[src/path_to_quadratic_segments_unit_defines.svh]
// Assertion helpers shared by the outline-to-quadratic block.
// Both expect clk_i and rst_ni in the scope where they are used.
`ifndef PATH_TO_QUADRATIC_SEGMENTS_UNIT_DEFINES_SVH
`define PATH_TO_QUADRATIC_SEGMENTS_UNIT_DEFINES_SVH

// Consequent must hold in the same cycle as the antecedent.
`define PTQS_ASSERT_SAME(label, ante, cons, msg) \
  label: assert property (@(posedge clk_i) disable iff (!rst_ni) (ante) |-> (cons)) \
    else $error(msg);

// Consequent must hold in the cycle after the antecedent.
`define PTQS_ASSERT_NEXT(label, ante, cons, msg) \
  label: assert property (@(posedge clk_i) disable iff (!rst_ni) (ante) |=> (cons)) \
    else $error(msg);

`endif

[src/ptqs_pkg.sv]
package ptqs_pkg;

  // Result coordinate width (fixed by the segment format)
  localparam int unsigned SEG_W = 36;
  // Operation code width
  localparam int unsigned OP_W = 3;

  typedef logic signed [SEG_W-1:0] seg_val_t;

  typedef enum logic [OP_W-1:0] {
    OP_MOVE  = 3'd0,
    OP_LINE  = 3'd1,
    OP_QUAD  = 3'd2,
    OP_CUBIC = 3'd3,
    OP_CLOSE = 3'd4
  } op_e;

  // Per-axis setup terms of one queued job.
  // Cubic: base = P0 scaled, t1/t2/t3 = first/second/third differences of the hull.
  // Single segment: base = P0 scaled, t1 = step to the end, t2 = control offset.
  typedef struct packed {
    seg_val_t base;
    seg_val_t t1;
    seg_val_t t2;
    seg_val_t t3;
  } axis_t;

  typedef struct packed {
    logic        cubic;
    axis_t [1:0] ax;   // 0 = x, 1 = y
  } job_t;

  // 3*v with a shift and an add
  function automatic seg_val_t times3(input seg_val_t v);
    return v + (v << 1);
  endfunction

endpackage

[src/ptqs_if.sv]
// Command channel: one outline command per transaction
interface ptqs_cmd_if #(
  parameter int unsigned COORD_WIDTH = 24
) ();
  logic                          valid;
  logic                          ready;
  logic [ptqs_pkg::OP_W-1:0]     operation;
  logic signed [COORD_WIDTH-1:0] point_x;
  logic signed [COORD_WIDTH-1:0] point_y;
  logic signed [COORD_WIDTH-1:0] first_control_x;
  logic signed [COORD_WIDTH-1:0] first_control_y;
  logic signed [COORD_WIDTH-1:0] second_control_x;
  logic signed [COORD_WIDTH-1:0] second_control_y;

  modport source (
    output valid, operation, point_x, point_y, first_control_x, first_control_y,
           second_control_x, second_control_y,
    input  ready
  );
  modport sink (
    input  valid, operation, point_x, point_y, first_control_x, first_control_y,
           second_control_x, second_control_y,
    output ready
  );
endinterface

// Segment channel: one quadratic segment per transaction
interface ptqs_seg_if ();
  logic                   valid;
  logic                   ready;
  ptqs_pkg::seg_val_t     seg_start_x;
  ptqs_pkg::seg_val_t     seg_start_y;
  ptqs_pkg::seg_val_t     seg_control_x;
  ptqs_pkg::seg_val_t     seg_control_y;
  ptqs_pkg::seg_val_t     seg_end_x;
  ptqs_pkg::seg_val_t     seg_end_y;
  logic                   last_segment;

  modport source (
    output valid, seg_start_x, seg_start_y, seg_control_x, seg_control_y,
           seg_end_x, seg_end_y, last_segment,
    input  ready
  );
  modport sink (
    input  valid, seg_start_x, seg_start_y, seg_control_x, seg_control_y,
           seg_end_x, seg_end_y, last_segment,
    output ready
  );
endinterface

[src/ptqs_seg_gen.sv]
// Segment generator: forward-differencing stepper plus output register.
// Coordinates are tracked at a quarter of the result scale (F = E/4), so
// all updates are plain adds and results are exact modulo 2^SEG_W.
module ptqs_seg_gen #(
  parameter int unsigned SUBDIVISION_DEPTH = 3
) (
  input  logic            clk_i,
  input  logic            rst_ni,
  input  logic            job_valid_i,
  input  ptqs_pkg::job_t  job_i,
  output logic            job_ready_o,
  ptqs_seg_if.source      seg_o
);
  import ptqs_pkg::*;

  localparam int unsigned CNT_W = SUBDIVISION_DEPTH + 1;
  localparam logic [CNT_W-1:0] PIECES = CNT_W'(1) << SUBDIVISION_DEPTH;

  // Control registers
  logic [CNT_W-1:0] cnt_q, cnt_d;
  logic             out_valid_q, out_valid_d;

  // Difference registers, one entry per axis
  seg_val_t f_q[2], f_d[2];
  seg_val_t df_q[2], df_d[2];
  seg_val_t d2f_q[2], d2f_d[2];
  seg_val_t d3f_q[2], d3f_d[2];
  seg_val_t c3_q[2], c3_d[2];

  // Output register payload
  seg_val_t start_q[2], start_d[2];
  seg_val_t ctl_q[2], ctl_d[2];
  seg_val_t end_q[2], end_d[2];
  logic     last_q, last_d;

  logic busy, last, emit, load;

  always_comb begin
    seg_val_t hull;
    seg_val_t tail;
    busy        = cnt_q != '0;
    last        = cnt_q == CNT_W'(1);
    emit        = busy && (!out_valid_q || seg_o.ready);
    job_ready_o = !busy || (emit && last);
    load        = job_valid_i && job_ready_o;
    out_valid_d = emit || (out_valid_q && !seg_o.ready);
    last_d      = last;

    // piece counter
    cnt_d = cnt_q;
    if (emit) begin
      cnt_d = cnt_q - CNT_W'(1);
    end
    if (load) begin
      cnt_d = job_i.cubic ? PIECES : CNT_W'(1);
    end

    hull = '0;
    tail = '0;
    for (int a = 0; a < 2; a++) begin
      // current piece: start 4F, end 4(F+dF), control 4F + 2dF - d2F + c3
      start_d[a] = f_q[a] << 2;
      end_d[a]   = (f_q[a] + df_q[a]) << 2;
      ctl_d[a]   = (f_q[a] << 2) + (df_q[a] << 1) - d2f_q[a] + c3_q[a];

      // step to the next piece
      f_d[a]   = f_q[a];
      df_d[a]  = df_q[a];
      d2f_d[a] = d2f_q[a];
      d3f_d[a] = d3f_q[a];
      c3_d[a]  = c3_q[a];
      if (emit) begin
        f_d[a]   = f_q[a] + df_q[a];
        df_d[a]  = df_q[a] + d2f_q[a];
        d2f_d[a] = d2f_q[a] + d3f_q[a];
      end

      // load a new job
      if (load) begin
        f_d[a] = job_i.ax[a].base;
        if (job_i.cubic) begin
          hull     = (job_i.ax[a].t1 << (2 * SUBDIVISION_DEPTH))
                   + (job_i.ax[a].t2 << SUBDIVISION_DEPTH);
          tail     = (job_i.ax[a].t2 << SUBDIVISION_DEPTH) + job_i.ax[a].t3;
          df_d[a]  = times3(hull) + job_i.ax[a].t3;
          d2f_d[a] = times3(tail) << 1;
          d3f_d[a] = times3(job_i.ax[a].t3) << 1;
          c3_d[a]  = times3(job_i.ax[a].t3);
        end else begin
          df_d[a]  = job_i.ax[a].t1;
          d2f_d[a] = '0;
          d3f_d[a] = '0;
          c3_d[a]  = job_i.ax[a].t2;
        end
      end
    end
  end

  // control state
  always_ff @(posedge clk_i or negedge rst_ni) begin
    if (!rst_ni) begin
      cnt_q       <= '0;
      out_valid_q <= 1'b0;
    end else begin
      cnt_q       <= cnt_d;
      out_valid_q <= out_valid_d;
    end
  end

  // datapath registers
  always_ff @(posedge clk_i) begin
    for (int a = 0; a < 2; a++) begin
      f_q[a]   <= f_d[a];
      df_q[a]  <= df_d[a];
      d2f_q[a] <= d2f_d[a];
      d3f_q[a] <= d3f_d[a];
      c3_q[a]  <= c3_d[a];
    end
    if (emit) begin
      for (int a = 0; a < 2; a++) begin
        start_q[a] <= start_d[a];
        ctl_q[a]   <= ctl_d[a];
        end_q[a]   <= end_d[a];
      end
      last_q <= last_d;
    end
  end

  assign seg_o.valid         = out_valid_q;
  assign seg_o.seg_start_x   = start_q[0];
  assign seg_o.seg_start_y   = start_q[1];
  assign seg_o.seg_control_x = ctl_q[0];
  assign seg_o.seg_control_y = ctl_q[1];
  assign seg_o.seg_end_x     = end_q[0];
  assign seg_o.seg_end_y     = end_q[1];
  assign seg_o.last_segment  = last_q;

endmodule

[src/path_to_quadratic_segments_unit.sv]
// Outline command to quadratic segment converter.
// cmd_i takes move, line, quadratic, cubic and close commands with signed
// coordinates carrying 6 fraction bits; seg_o returns quadratic segments
// with 3*SUBDIVISION_DEPTH+2 extra fraction bits, last_segment set on the
// final segment of each command. Both channels are valid/ready.
// The first segment of a command passes through the job register, the
// stepper and the output register. A line, quadratic or contour-closing
// line gives one segment; a cubic gives 2^SUBDIVISION_DEPTH segments (8
// by default), one per cycle from the forward-differencing stepper while
// seg_o does not stall. Commands that give no segment only update the pen
// state. Sustained rate: one segment per cycle while seg_o does not stall;
// one queued command waits in the job register while the stepper finishes
// the previous one. When seg_o stalls, the output register holds its
// segment, the stepper pauses and cmd_i drops ready once the job register
// is full.
// Reset clears the pen position, contour start and open flag and empties
// the job register and output register.
`include "path_to_quadratic_segments_unit_defines.svh"

module path_to_quadratic_segments_unit #(
  parameter int unsigned SUBDIVISION_DEPTH = 3,
  parameter int unsigned COORD_WIDTH       = 24
) (
  input  logic       clk_i,
  input  logic       rst_ni,
  ptqs_cmd_if.sink   cmd_i,
  ptqs_seg_if.source seg_o
);
  import ptqs_pkg::*;

  localparam int unsigned BASE_SHIFT = 3 * SUBDIVISION_DEPTH;

  typedef logic signed [COORD_WIDTH-1:0] coord_t;

  // Pen state
  coord_t cursor_x_q, cursor_x_d;
  coord_t cursor_y_q, cursor_y_d;
  coord_t start_x_q, start_x_d;
  coord_t start_y_q, start_y_d;
  logic   open_q, open_d;

  // Job register between command intake and the stepper
  logic job_valid_q, job_valid_d;
  job_t job_q, job_d;
  logic job_ready;

  logic accept, need_close, enq, to_start, quad, cubic;

  function automatic seg_val_t ext(input coord_t v);
    return SEG_W'(v);
  endfunction

  // Setup terms of one axis; p0 is the pen, p3 the end point
  function automatic axis_t make_axis(input logic is_cubic, input logic is_quad,
                                      input seg_val_t p0, input seg_val_t p1,
                                      input seg_val_t p2, input seg_val_t p3);
    axis_t r;
    r.base = p0 << BASE_SHIFT;
    if (is_cubic) begin
      r.t1 = p1 - p0;
      r.t2 = (p0 + p2) - (p1 << 1);
      r.t3 = (p3 - p0) + times3(p1 - p2);
    end else begin
      r.t1 = (p3 - p0) << BASE_SHIFT;
      r.t2 = is_quad ? (p1 << (BASE_SHIFT + 2)) - ((p0 + p3) << (BASE_SHIFT + 1)) : '0;
      r.t3 = '0;
    end
    return r;
  endfunction

  assign cmd_i.ready = !job_valid_q || job_ready;
  assign accept      = cmd_i.valid && cmd_i.ready;
  assign need_close  = open_q && ((cursor_x_q != start_x_q) || (cursor_y_q != start_y_q));

  // Command decode and pen state update
  always_comb begin
    cursor_x_d  = cursor_x_q;
    cursor_y_d  = cursor_y_q;
    start_x_d   = start_x_q;
    start_y_d   = start_y_q;
    open_d      = open_q;
    job_valid_d = job_valid_q && !job_ready;
    job_d       = job_q;
    enq         = 1'b0;
    to_start    = 1'b0;
    quad        = 1'b0;
    cubic       = 1'b0;

    if (accept) begin
      case (op_e'(cmd_i.operation))
        OP_MOVE: begin
          enq        = need_close;
          to_start   = 1'b1;
          cursor_x_d = cmd_i.point_x;
          cursor_y_d = cmd_i.point_y;
          start_x_d  = cmd_i.point_x;
          start_y_d  = cmd_i.point_y;
          open_d     = 1'b1;
        end
        OP_LINE: begin
          enq        = 1'b1;
          cursor_x_d = cmd_i.point_x;
          cursor_y_d = cmd_i.point_y;
        end
        OP_QUAD: begin
          enq        = 1'b1;
          quad       = 1'b1;
          cursor_x_d = cmd_i.point_x;
          cursor_y_d = cmd_i.point_y;
        end
        OP_CUBIC: begin
          enq        = 1'b1;
          cubic      = 1'b1;
          cursor_x_d = cmd_i.point_x;
          cursor_y_d = cmd_i.point_y;
        end
        OP_CLOSE: begin
          if (open_q) begin
            enq        = need_close;
            to_start   = 1'b1;
            cursor_x_d = start_x_q;
            cursor_y_d = start_y_q;
            open_d     = 1'b0;
          end
        end
        default: begin
        end
      endcase
    end

    if (enq) begin
      job_valid_d = 1'b1;
      job_d.cubic = cubic;
      job_d.ax[0] = make_axis(cubic, quad, ext(cursor_x_q), ext(cmd_i.first_control_x),
                              ext(cmd_i.second_control_x),
                              ext(to_start ? start_x_q : cmd_i.point_x));
      job_d.ax[1] = make_axis(cubic, quad, ext(cursor_y_q), ext(cmd_i.first_control_y),
                              ext(cmd_i.second_control_y),
                              ext(to_start ? start_y_q : cmd_i.point_y));
    end
  end

  always_ff @(posedge clk_i or negedge rst_ni) begin
    if (!rst_ni) begin
      cursor_x_q  <= '0;
      cursor_y_q  <= '0;
      start_x_q   <= '0;
      start_y_q   <= '0;
      open_q      <= 1'b0;
      job_valid_q <= 1'b0;
    end else begin
      cursor_x_q  <= cursor_x_d;
      cursor_y_q  <= cursor_y_d;
      start_x_q   <= start_x_d;
      start_y_q   <= start_y_d;
      open_q      <= open_d;
      job_valid_q <= job_valid_d;
    end
  end

  always_ff @(posedge clk_i) begin
    job_q <= job_d;
  end

  // Segment stepper and output register
  ptqs_seg_gen #(
    .SUBDIVISION_DEPTH(SUBDIVISION_DEPTH)
  ) u_seg_gen (
    .clk_i       (clk_i),
    .rst_ni      (rst_ni),
    .job_valid_i (job_valid_q),
    .job_i       (job_q),
    .job_ready_o (job_ready),
    .seg_o       (seg_o)
  );

  // Assertions
  `PTQS_ASSERT_SAME(a_ready_when_empty, !job_valid_q, cmd_i.ready, "intake blocked with empty job register")
  `PTQS_ASSERT_NEXT(a_job_hold, job_valid_q && !job_ready, job_valid_q && $stable(job_q), "queued job lost or changed")
  `PTQS_ASSERT_NEXT(a_draw_queues, accept && (cmd_i.operation == OP_LINE || cmd_i.operation == OP_QUAD || cmd_i.operation == OP_CUBIC), job_valid_q, "drawing command produced no job")
  `PTQS_ASSERT_NEXT(a_move_opens, accept && (cmd_i.operation == OP_MOVE), open_q && (cursor_x_q == start_x_q) && (cursor_y_q == start_y_q), "move did not open a contour at the pen")

endmodule

[src/flat_wrapper.sv]
// flat-port wrapper written by rule: the top's interface ports become plain ports
module path_to_quadratic_segments_unit_flat import ptqs_pkg::*;
#(
  parameter int unsigned SUBDIVISION_DEPTH = 3,
  parameter int unsigned COORD_WIDTH       = 24
)
  (clk_i, rst_ni, cmd_i_valid, cmd_i_operation, cmd_i_point_x, cmd_i_point_y, cmd_i_first_control_x, cmd_i_first_control_y, cmd_i_second_control_x, cmd_i_second_control_y, cmd_i_ready, seg_o_valid, seg_o_seg_start_x, seg_o_seg_start_y, seg_o_seg_control_x, seg_o_seg_control_y, seg_o_seg_end_x, seg_o_seg_end_y, seg_o_last_segment, seg_o_ready);
  ptqs_cmd_if #(.COORD_WIDTH(COORD_WIDTH)) cmd_i_i ();
  ptqs_seg_if seg_o_i ();
  input  logic clk_i;
  input  logic rst_ni;
  input wire logic [$bits(cmd_i_i.valid)-1:0] cmd_i_valid;
  input wire logic [$bits(cmd_i_i.operation)-1:0] cmd_i_operation;
  input wire logic [$bits(cmd_i_i.point_x)-1:0] cmd_i_point_x;
  input wire logic [$bits(cmd_i_i.point_y)-1:0] cmd_i_point_y;
  input wire logic [$bits(cmd_i_i.first_control_x)-1:0] cmd_i_first_control_x;
  input wire logic [$bits(cmd_i_i.first_control_y)-1:0] cmd_i_first_control_y;
  input wire logic [$bits(cmd_i_i.second_control_x)-1:0] cmd_i_second_control_x;
  input wire logic [$bits(cmd_i_i.second_control_y)-1:0] cmd_i_second_control_y;
  output wire logic [$bits(cmd_i_i.ready)-1:0] cmd_i_ready;
  output wire logic [$bits(seg_o_i.valid)-1:0] seg_o_valid;
  output wire logic [$bits(seg_o_i.seg_start_x)-1:0] seg_o_seg_start_x;
  output wire logic [$bits(seg_o_i.seg_start_y)-1:0] seg_o_seg_start_y;
  output wire logic [$bits(seg_o_i.seg_control_x)-1:0] seg_o_seg_control_x;
  output wire logic [$bits(seg_o_i.seg_control_y)-1:0] seg_o_seg_control_y;
  output wire logic [$bits(seg_o_i.seg_end_x)-1:0] seg_o_seg_end_x;
  output wire logic [$bits(seg_o_i.seg_end_y)-1:0] seg_o_seg_end_y;
  output wire logic [$bits(seg_o_i.last_segment)-1:0] seg_o_last_segment;
  input wire logic [$bits(seg_o_i.ready)-1:0] seg_o_ready;
  assign cmd_i_i.valid = cmd_i_valid;
  assign cmd_i_i.operation = cmd_i_operation;
  assign cmd_i_i.point_x = cmd_i_point_x;
  assign cmd_i_i.point_y = cmd_i_point_y;
  assign cmd_i_i.first_control_x = cmd_i_first_control_x;
  assign cmd_i_i.first_control_y = cmd_i_first_control_y;
  assign cmd_i_i.second_control_x = cmd_i_second_control_x;
  assign cmd_i_i.second_control_y = cmd_i_second_control_y;
  assign cmd_i_ready = cmd_i_i.ready;
  assign seg_o_valid = seg_o_i.valid;
  assign seg_o_seg_start_x = seg_o_i.seg_start_x;
  assign seg_o_seg_start_y = seg_o_i.seg_start_y;
  assign seg_o_seg_control_x = seg_o_i.seg_control_x;
  assign seg_o_seg_control_y = seg_o_i.seg_control_y;
  assign seg_o_seg_end_x = seg_o_i.seg_end_x;
  assign seg_o_seg_end_y = seg_o_i.seg_end_y;
  assign seg_o_last_segment = seg_o_i.last_segment;
  assign seg_o_i.ready = seg_o_ready;
  path_to_quadratic_segments_unit #(.SUBDIVISION_DEPTH(SUBDIVISION_DEPTH), .COORD_WIDTH(COORD_WIDTH)) u_core (.clk_i(clk_i), .rst_ni(rst_ni), .cmd_i(cmd_i_i), .seg_o(seg_o_i));
endmodule
[config.mk]
export PLATFORM = sky130hd
export DESIGN_NAME = path_to_quadratic_segments_unit_flat
export DESIGN_NICKNAME = d
export VERILOG_FILES = /design/src/ptqs_pkg.sv /design/src/ptqs_if.sv /design/src/ptqs_seg_gen.sv /design/src/path_to_quadratic_segments_unit.sv /design/src/flat_wrapper.sv
export VERILOG_INCLUDE_DIRS = /design/src /design/src/src
export SDC_FILE = /design/constraint.sdc
export NUM_CORES = 2
export LEC_CHECK = 0
export ABC_AREA = 0
export BUFFER_PORTS_ARGS = -buffer_cell sky130_fd_sc_hd__clkbuf_2
export CORE_MARGIN = 5
export CORE_UTILIZATION = 44
export DETAILED_ROUTE_END_ITERATION = 10
export GPL_ROUTABILITY_DRIVEN = 0
export PLACE_DENSITY = 0.57
export SYNTH_ARGS = -nofsm -noshare
export SYNTH_HDL_FRONTEND = slang
export SYNTH_SLANG_ARGS = --single-unit
[constraint.sdc]
create_clock -name clk_i -period 19.4 [get_ports clk_i]
set_clock_uncertainty 0.05 [all_clocks]
set_input_delay 1.94 -clock clk_i [delete_from_list [all_inputs] [get_ports clk_i]]
set_output_delay 1.94 -clock clk_i [all_outputs]
set_load 0.02 [all_outputs]
### Word-level counts from Yosys, hierarchy flattened

Memory sizes are Yosys's and may differ from the RTL's.
Cells that the tools add are included.

* bits in registers: 369
* memories: 8
* input port bits: 151
* output and inout bits: 219
* logic and storage cells: 157
* bits in writable memories: 568

Memories
* u_core.u_seg_gen.c3_q: words 2, width 36, read ports 2, clocked after memory_dff 0, write ports 2, RTL line ptqs_seg_gen.sv:28 `seg_val_t c3_q[2], c3_d[2];`
* u_core.u_seg_gen.ctl_q: words 2, width 36, read ports 2, clocked after memory_dff 0, write ports 2, RTL line ptqs_seg_gen.sv:32 `seg_val_t ctl_q[2], ctl_d[2];`
* u_core.u_seg_gen.d2f_q: words 2, width 36, read ports 2, clocked after memory_dff 0, write ports 2, RTL line ptqs_seg_gen.sv:26 `seg_val_t d2f_q[2], d2f_d[2];`
* u_core.u_seg_gen.d3f_q: words 2, width 36, read ports 2, clocked after memory_dff 0, write ports 2, RTL line ptqs_seg_gen.sv:27 `seg_val_t d3f_q[2], d3f_d[2];`
* u_core.u_seg_gen.df_q: words 2, width 36, read ports 2, clocked after memory_dff 0, write ports 2, RTL line ptqs_seg_gen.sv:25 `seg_val_t df_q[2], df_d[2];`
* u_core.u_seg_gen.f_q: words 2, width 36, read ports 2, clocked after memory_dff 0, write ports 2, RTL line ptqs_seg_gen.sv:24 `seg_val_t f_q[2], f_d[2];`
* 2 more memories

* $add $sub $neg: 43
* reductions and logical operators: 27
* eq/ne operators: 8
* muxes and demuxes: 51

Operator list (count)
* 36-bit two-way mux: 26
* 36-bit adder: 22
* 108-bit two-way mux: 2
* 24-bit by 24-bit subtractor with 25-bit output: 6
* 35-bit adder: 4
* 24-bit by 24-bit adder with 25-bit output: 4
* 24-bit two-way mux: 4
* 24-bit one-hot mux with 2 select lines: 2
* 35-bit by 35-bit subtractor with 36-bit output: 2
* 36-bit subtractor: 2
* 25-bit by 25-bit subtractor with 26-bit output: 2
* 24-bit != test: 2
* 4-bit two-way mux: 3
* 1-bit two-way mux: 11
* 1-bit logical AND: 7
* 3-bit by 2-bit == test with 1-bit output (second input constant): 2
* 2-bit nonzero test: 3
* 1-bit logical NOT: 5
* 1-bit logical OR: 5
* 4-bit by 1-bit == test with 1-bit output (second input constant): 1
* 1-bit one-hot mux with 2 select lines: 2
* 2-bit AND reduction: 2
* 4-bit nonzero test: 1
* 4-bit OR reduction: 1
* other kinds (8): 8

### Depth between registers and ports, before layout

* depth after elaboration: 13
* mapped depth: 39

### By module

A second synthesis with hierarchy kept.

* cells, all modules: 9192
* area, all modules: 86410.4 um^2

By module, submodules not included
* ptqs_seg_gen: cells each 5627, seq. area each 16911.2 um^2, instances 1, area an instance 53601.4 um^2
* path_to_quadratic_segments_unit: cells each 3565, seq. area each 9809.4 um^2, instances 1, area an instance 32809.0 um^2

### Worst setup path after synthesis

No wires, ideal clock.

* kind: input -> register
* start: input seg_o_ready
* end: register u_core.job_q[0] in the netlist's numbering, enable pin
* path buffers: 0
* arrival: 13561 ps
* stages: 6
* library setup time: 891 ps
* slack: 4898 ps
* path through: nand2b_1 > a21oi_1 > nor3_1 > nand2b_1 > nand2_1 > nor2_1

* word-level cells in the longest chain between the ends: 7

Ends and longest elaborated chain
* start: declaration: RTL line flat_wrapper.sv:29 `input wire logic [$bits(seg_o_i.ready)-1:0] seg_o_ready;`
* 1-bit logical OR: RTL line ptqs_seg_gen.sv:43 `emit = busy && (!out_valid_q || seg_o.ready);`
* 1-bit logical AND: RTL line ptqs_seg_gen.sv:43
* 1-bit logical AND: RTL line ptqs_seg_gen.sv:44 `job_ready_o = !busy || (emit && last);`
* 1-bit logical OR: RTL line ptqs_seg_gen.sv:44
* 1-bit logical OR: RTL line path_to_quadratic_segments_unit.sv:71 `assign cmd_i.ready = !job_valid_q || job_ready;`
* net cmd_i_ready: RTL line flat_wrapper.sv:20 `output wire logic [$bits(cmd_i_i.ready)-1:0] cmd_i_ready;`
* 1-bit logical AND: RTL line path_to_quadratic_segments_unit.sv:72 `assign accept = cmd_i.valid && cmd_i.ready;`
* 1-bit two-way mux: RTL line path_to_quadratic_segments_unit.sv:89 `if (accept) begin`
* net u_core.enq: RTL line path_to_quadratic_segments_unit.sv:47 `logic accept, need_close, enq, to_start, quad, cubic;`
* end signal: assignment: RTL line path_to_quadratic_segments_unit.sv:162 `job_q <= job_d;`
* end: declaration: RTL line path_to_quadratic_segments_unit.sv:44 `job_t job_q, job_d;`

The timed path passes the listed nets, and every way through them passes these cells.
A chain may end at the register's enable or synchronous reset.

### Worst setup path in the final report

* start: input seg_o_ready
* end: register u_core.job_q[172] in the netlist's numbering, data pin

* word-level cells in the longest chain between the ends: 10
* elaborated cells between the ends (all ways): 11
* those cells by class: 2 x add/sub; 3 x mux; 6 x reduce/logical

Ends and longest elaborated chain
* 1-bit logical OR (*): RTL line ptqs_seg_gen.sv:43
* 1-bit logical AND (*): RTL line ptqs_seg_gen.sv:43
* 1-bit logical AND (*): RTL line ptqs_seg_gen.sv:44
* 1-bit logical OR (*): RTL line ptqs_seg_gen.sv:44
* 1-bit logical OR (*): RTL line path_to_quadratic_segments_unit.sv:71
* 1-bit logical AND (*): RTL line path_to_quadratic_segments_unit.sv:72
* 1-bit two-way mux: RTL line path_to_quadratic_segments_unit.sv:89
* 24-bit two-way mux: RTL line path_to_quadratic_segments_unit.sv:139 `ext(to_start ? start_y_q : cmd_i.point_y));`
* 24-bit by 24-bit subtractor with 25-bit output: RTL line path_to_quadratic_segments_unit.sv:62 `r.t3 = (p3 - p0) + times3(p1 - p2);`
* 36-bit adder: RTL line path_to_quadratic_segments_unit.sv:62

Every way passes the cells marked *; elsewhere a longest branch is shown, timed or not.

==> results.md <==
* Outcome: finished clean
* CP Class: in2reg
* Fin Setup TNS at 0 ps
* GRT Overall Usage at 25.0%
* Hold Crit Class: reg2reg
* DR vias/cell at 5.75
* Worst-Skew Late Latency at 760 ps
* Initial Util at 44.3%
* Final Max Tran Viols at 0
* Reg area at 0.0270 mm^2
* Worst Tran Pin Value at 1220 ps
* CP arrival at approximately 10,000 ps
* Grt ovf at 0
* Post-route ant nets at 0
* Worst path top cell family by delay: compound AO/OA/AOI/OAI gates
* Ports at 370
* Most frequent cells in the layout: ha_1, edfxtp_1, inv_1
* Number of post-CTS setup repair buffers at 0
* Element type at the critical path start: input pin
* Max Buffers Root-to-Sink at 3
* Horiz. Die Dim at approximately 440 um
* Chip height at 445 um
* Compound-Gate Fraction of Synth Area at 19.1%
* Post-Synth Simple-Gate Area at roughly 11%
* Syn Inst Count at 8,564
* Root Driver: clkbuf_16
* Final setup vio count at 0
* Crit-path max cell delay at 560 ps
* CP max FO at 48
* Ys Warns at 0
* WP data required at 19,800 ps
* Max-cap violation count at 0
* Final nets at 10,300
* Die area at 0.198 mm^2
* Buf/Inv on CP at 4
* Routed len/inst at 22.3 um
* Asr flop ratio synth at between 10% and 20%
* Reg2reg setup slack at about 10,000 ps
* Area of the multi-input gates at about 0.053 mm^2
* DP HPWL at between 200 and 250 mm
* Post-Synth Adder-Cell Area at 21.5%
* I/O Buffers at 361
* Achievable Freq at between 100 and 150 MHz
* Share of cells above drive strength 1 at 8.56%
* Final min period at 9770 ps
* Clock-pin slew on the worst setup and hold paths at roughly 60 ps
* CTS tree: done
* Cell variety after synth at 100
* Commonest non-fill, non-tap cell in the layout: ha_1
* Row cnt at 159
* Cell mode on critical path: o21ai_1
* Largest net degree at the start of global routing at around 120
* Vias in the first global route at ~63,000
* Period utilization at about half
* Final WL at 256 mm
* First-pass GRT wire length at 380 mm
* PostCTS Resize Cnt at 0
* Register area share after synthesis at approximately a third
* Rel. slew slack at 16.7%
* Mux contribution to synthesized area at 2.49%
* Area of the mapped netlist at 0.0831 mm^2
* TritonCTS buffer count at 104
* Synth Register Bits at approximately 920
* Mean Syn Cell Area at 9.71 um^2
* Drt first pass iters at 6
* Hold Buf Count CTS at 0
* Fillers at 17,400
* Antenna violations before repair at 37
* Hold Vio Cnt, Final at 0
* Layout area overhead at 10.2%
* RSZ-0062 raised after global routing: no
* EDFF count, synth at roughly 800
* Xor/xnor cell area share of the yosys netlist at ~8.8%
* Core area at 0.188 mm^2
* Iter 0 DRT Violations at ~6,300
* Main synth FF type: edfxtp_1
* Critical path's slowest cell: o41ai_2
* Via count at 66,100
* Largest family of logic cells by synthesized area: adder cells
* Worst Setup End Kind: flop
* CTS sink cnt at 923
* # H-tree levels at 3
* # DRC at 0
-- final cells by class --
type / count / share of cell area (%)
diodes: 15 / 0.0410
multi-input cells: 6688 / 57.4
inverters: 784 / 3.23
flip-flops and latches: 923 / 29.5
repair buffers: 395 / 2.25
clock buffers: 122 / 2.98
well taps: 2495 / 3.41
clock inverters: 72 / 1.20
-- Yosys cell counts (all sizes together), types with 25 or more instances --
cell type,count,area (um^2)
dfrtp,103,2580
o21a,122,916
edfxtp,802,24100
o31ai,35,273
nand3,128,641
and3,73,457
a211oi,66,510
o22ai,74,463
a21o,404,3030
clkbuf,138,518
o21bai,111,833
a22o,55,482
nand2b,138,863
nor3,148,746
mux2i,89,891
nand2,490,1840
xnor2,582,5100
a21boi,38,285
ha,922,11500
a31oi,68,438
o211ai,40,310
or3,38,238
buf,38,175
mux2,105,1180
nor2,586,2200
xor2,255,2230
fa,318,6370
nand4,49,307
nor3b,25,188
inv,783,2940
nor2b,133,832
o21ai,509,2560
and2,50,314
a21oi,712,3590
-- logic make-up after synthesis --
group                    count (synthesis)
AO/OA/AOI/OAI                         2465
multiplexers                           194
other                                    1
adder cells (fa/ha/maj)               1240
XOR/XNOR                               837
buffers and inverters                  960
AND/OR/NAND/NOR                       1944
flip-flops                             923
-- through the flow --
step                      instance area, um^2  utilization (%)  setup slack (ps)  cells  hold WS [ps]
final                                   91600             48.8              9630  11500           386
after global routing                    91600             48.8              9090  11500           396
after CTS                               91600             48.8              9790  11500           369
after detailed placement                87700             46.7              9080  11300           355
after global placement                  87700             46.7              9160  11300           354
after floorplan                         83100                -              4900   8571           350
-- final timing paths --
check,depth (start not counted),from,endpoint
worst max-delay path,36,seg_o_ready,u_core.job_q[172]$_SDFFCE_PN0P_
worst min-delay path,0,u_core.u_seg_gen.c3_q[0][36]$_DFFE_PP_,u_core.u_seg_gen.ctl_q[0][36]$_DFFE_PP_
worst max register to register,36,u_core.u_seg_gen.cnt_q[0]$_DFFE_PN0P_,u_core.job_q[172]$_SDFFCE_PN0P_
worst min register to register,0,u_core.u_seg_gen.c3_q[0][36]$_DFFE_PP_,u_core.u_seg_gen.ctl_q[0][36]$_DFFE_PP_
max in group asynchronous,2,rst_ni,u_core.cursor_x_q[21]$_DFFE_PN0P_
min in group asynchronous,1,rst_ni,u_core.start_y_q[23]$_DFFE_PN0P_
-- state kept, by name (all words and copies together) (netlist names) --
register                             count
u_core.job_valid_q                       1
u_core.u_seg_gen.seg_o.last_segment      1
u_core.u_seg_gen.seg_o.valid             1
u_core.u_seg_gen.end_q                  68
u_core.u_seg_gen.cnt_q                   4
u_core.cursor_x_q                       24
u_core.u_seg_gen.start_q                68
u_core.u_seg_gen.d3f_q                  70
u_core.job_q                           261
u_core.u_seg_gen.df_q                   70
u_core.u_seg_gen.f_q                    68
u_core.u_seg_gen.c3_q                   72
u_core.u_seg_gen.d2f_q                  70
u_core.cursor_y_q                       24
u_core.start_y_q                        24
u_core.open_q                            1
u_core.u_seg_gen.ctl_q                  72
u_core.start_x_q                        24
-- routing by layer --
layer	wire (um)	up-vias	global-route usage [%]
li1	-	31500	-
met1	130000	31900	40.5
met2	98400	2345	34.0
met3	20100	306	3.61
met4	7400	14	7.17
met5	79	-	0
Power is not shown: default switching activity piles up to over one toggle a cycle in this logic, so the estimate is an artifact.
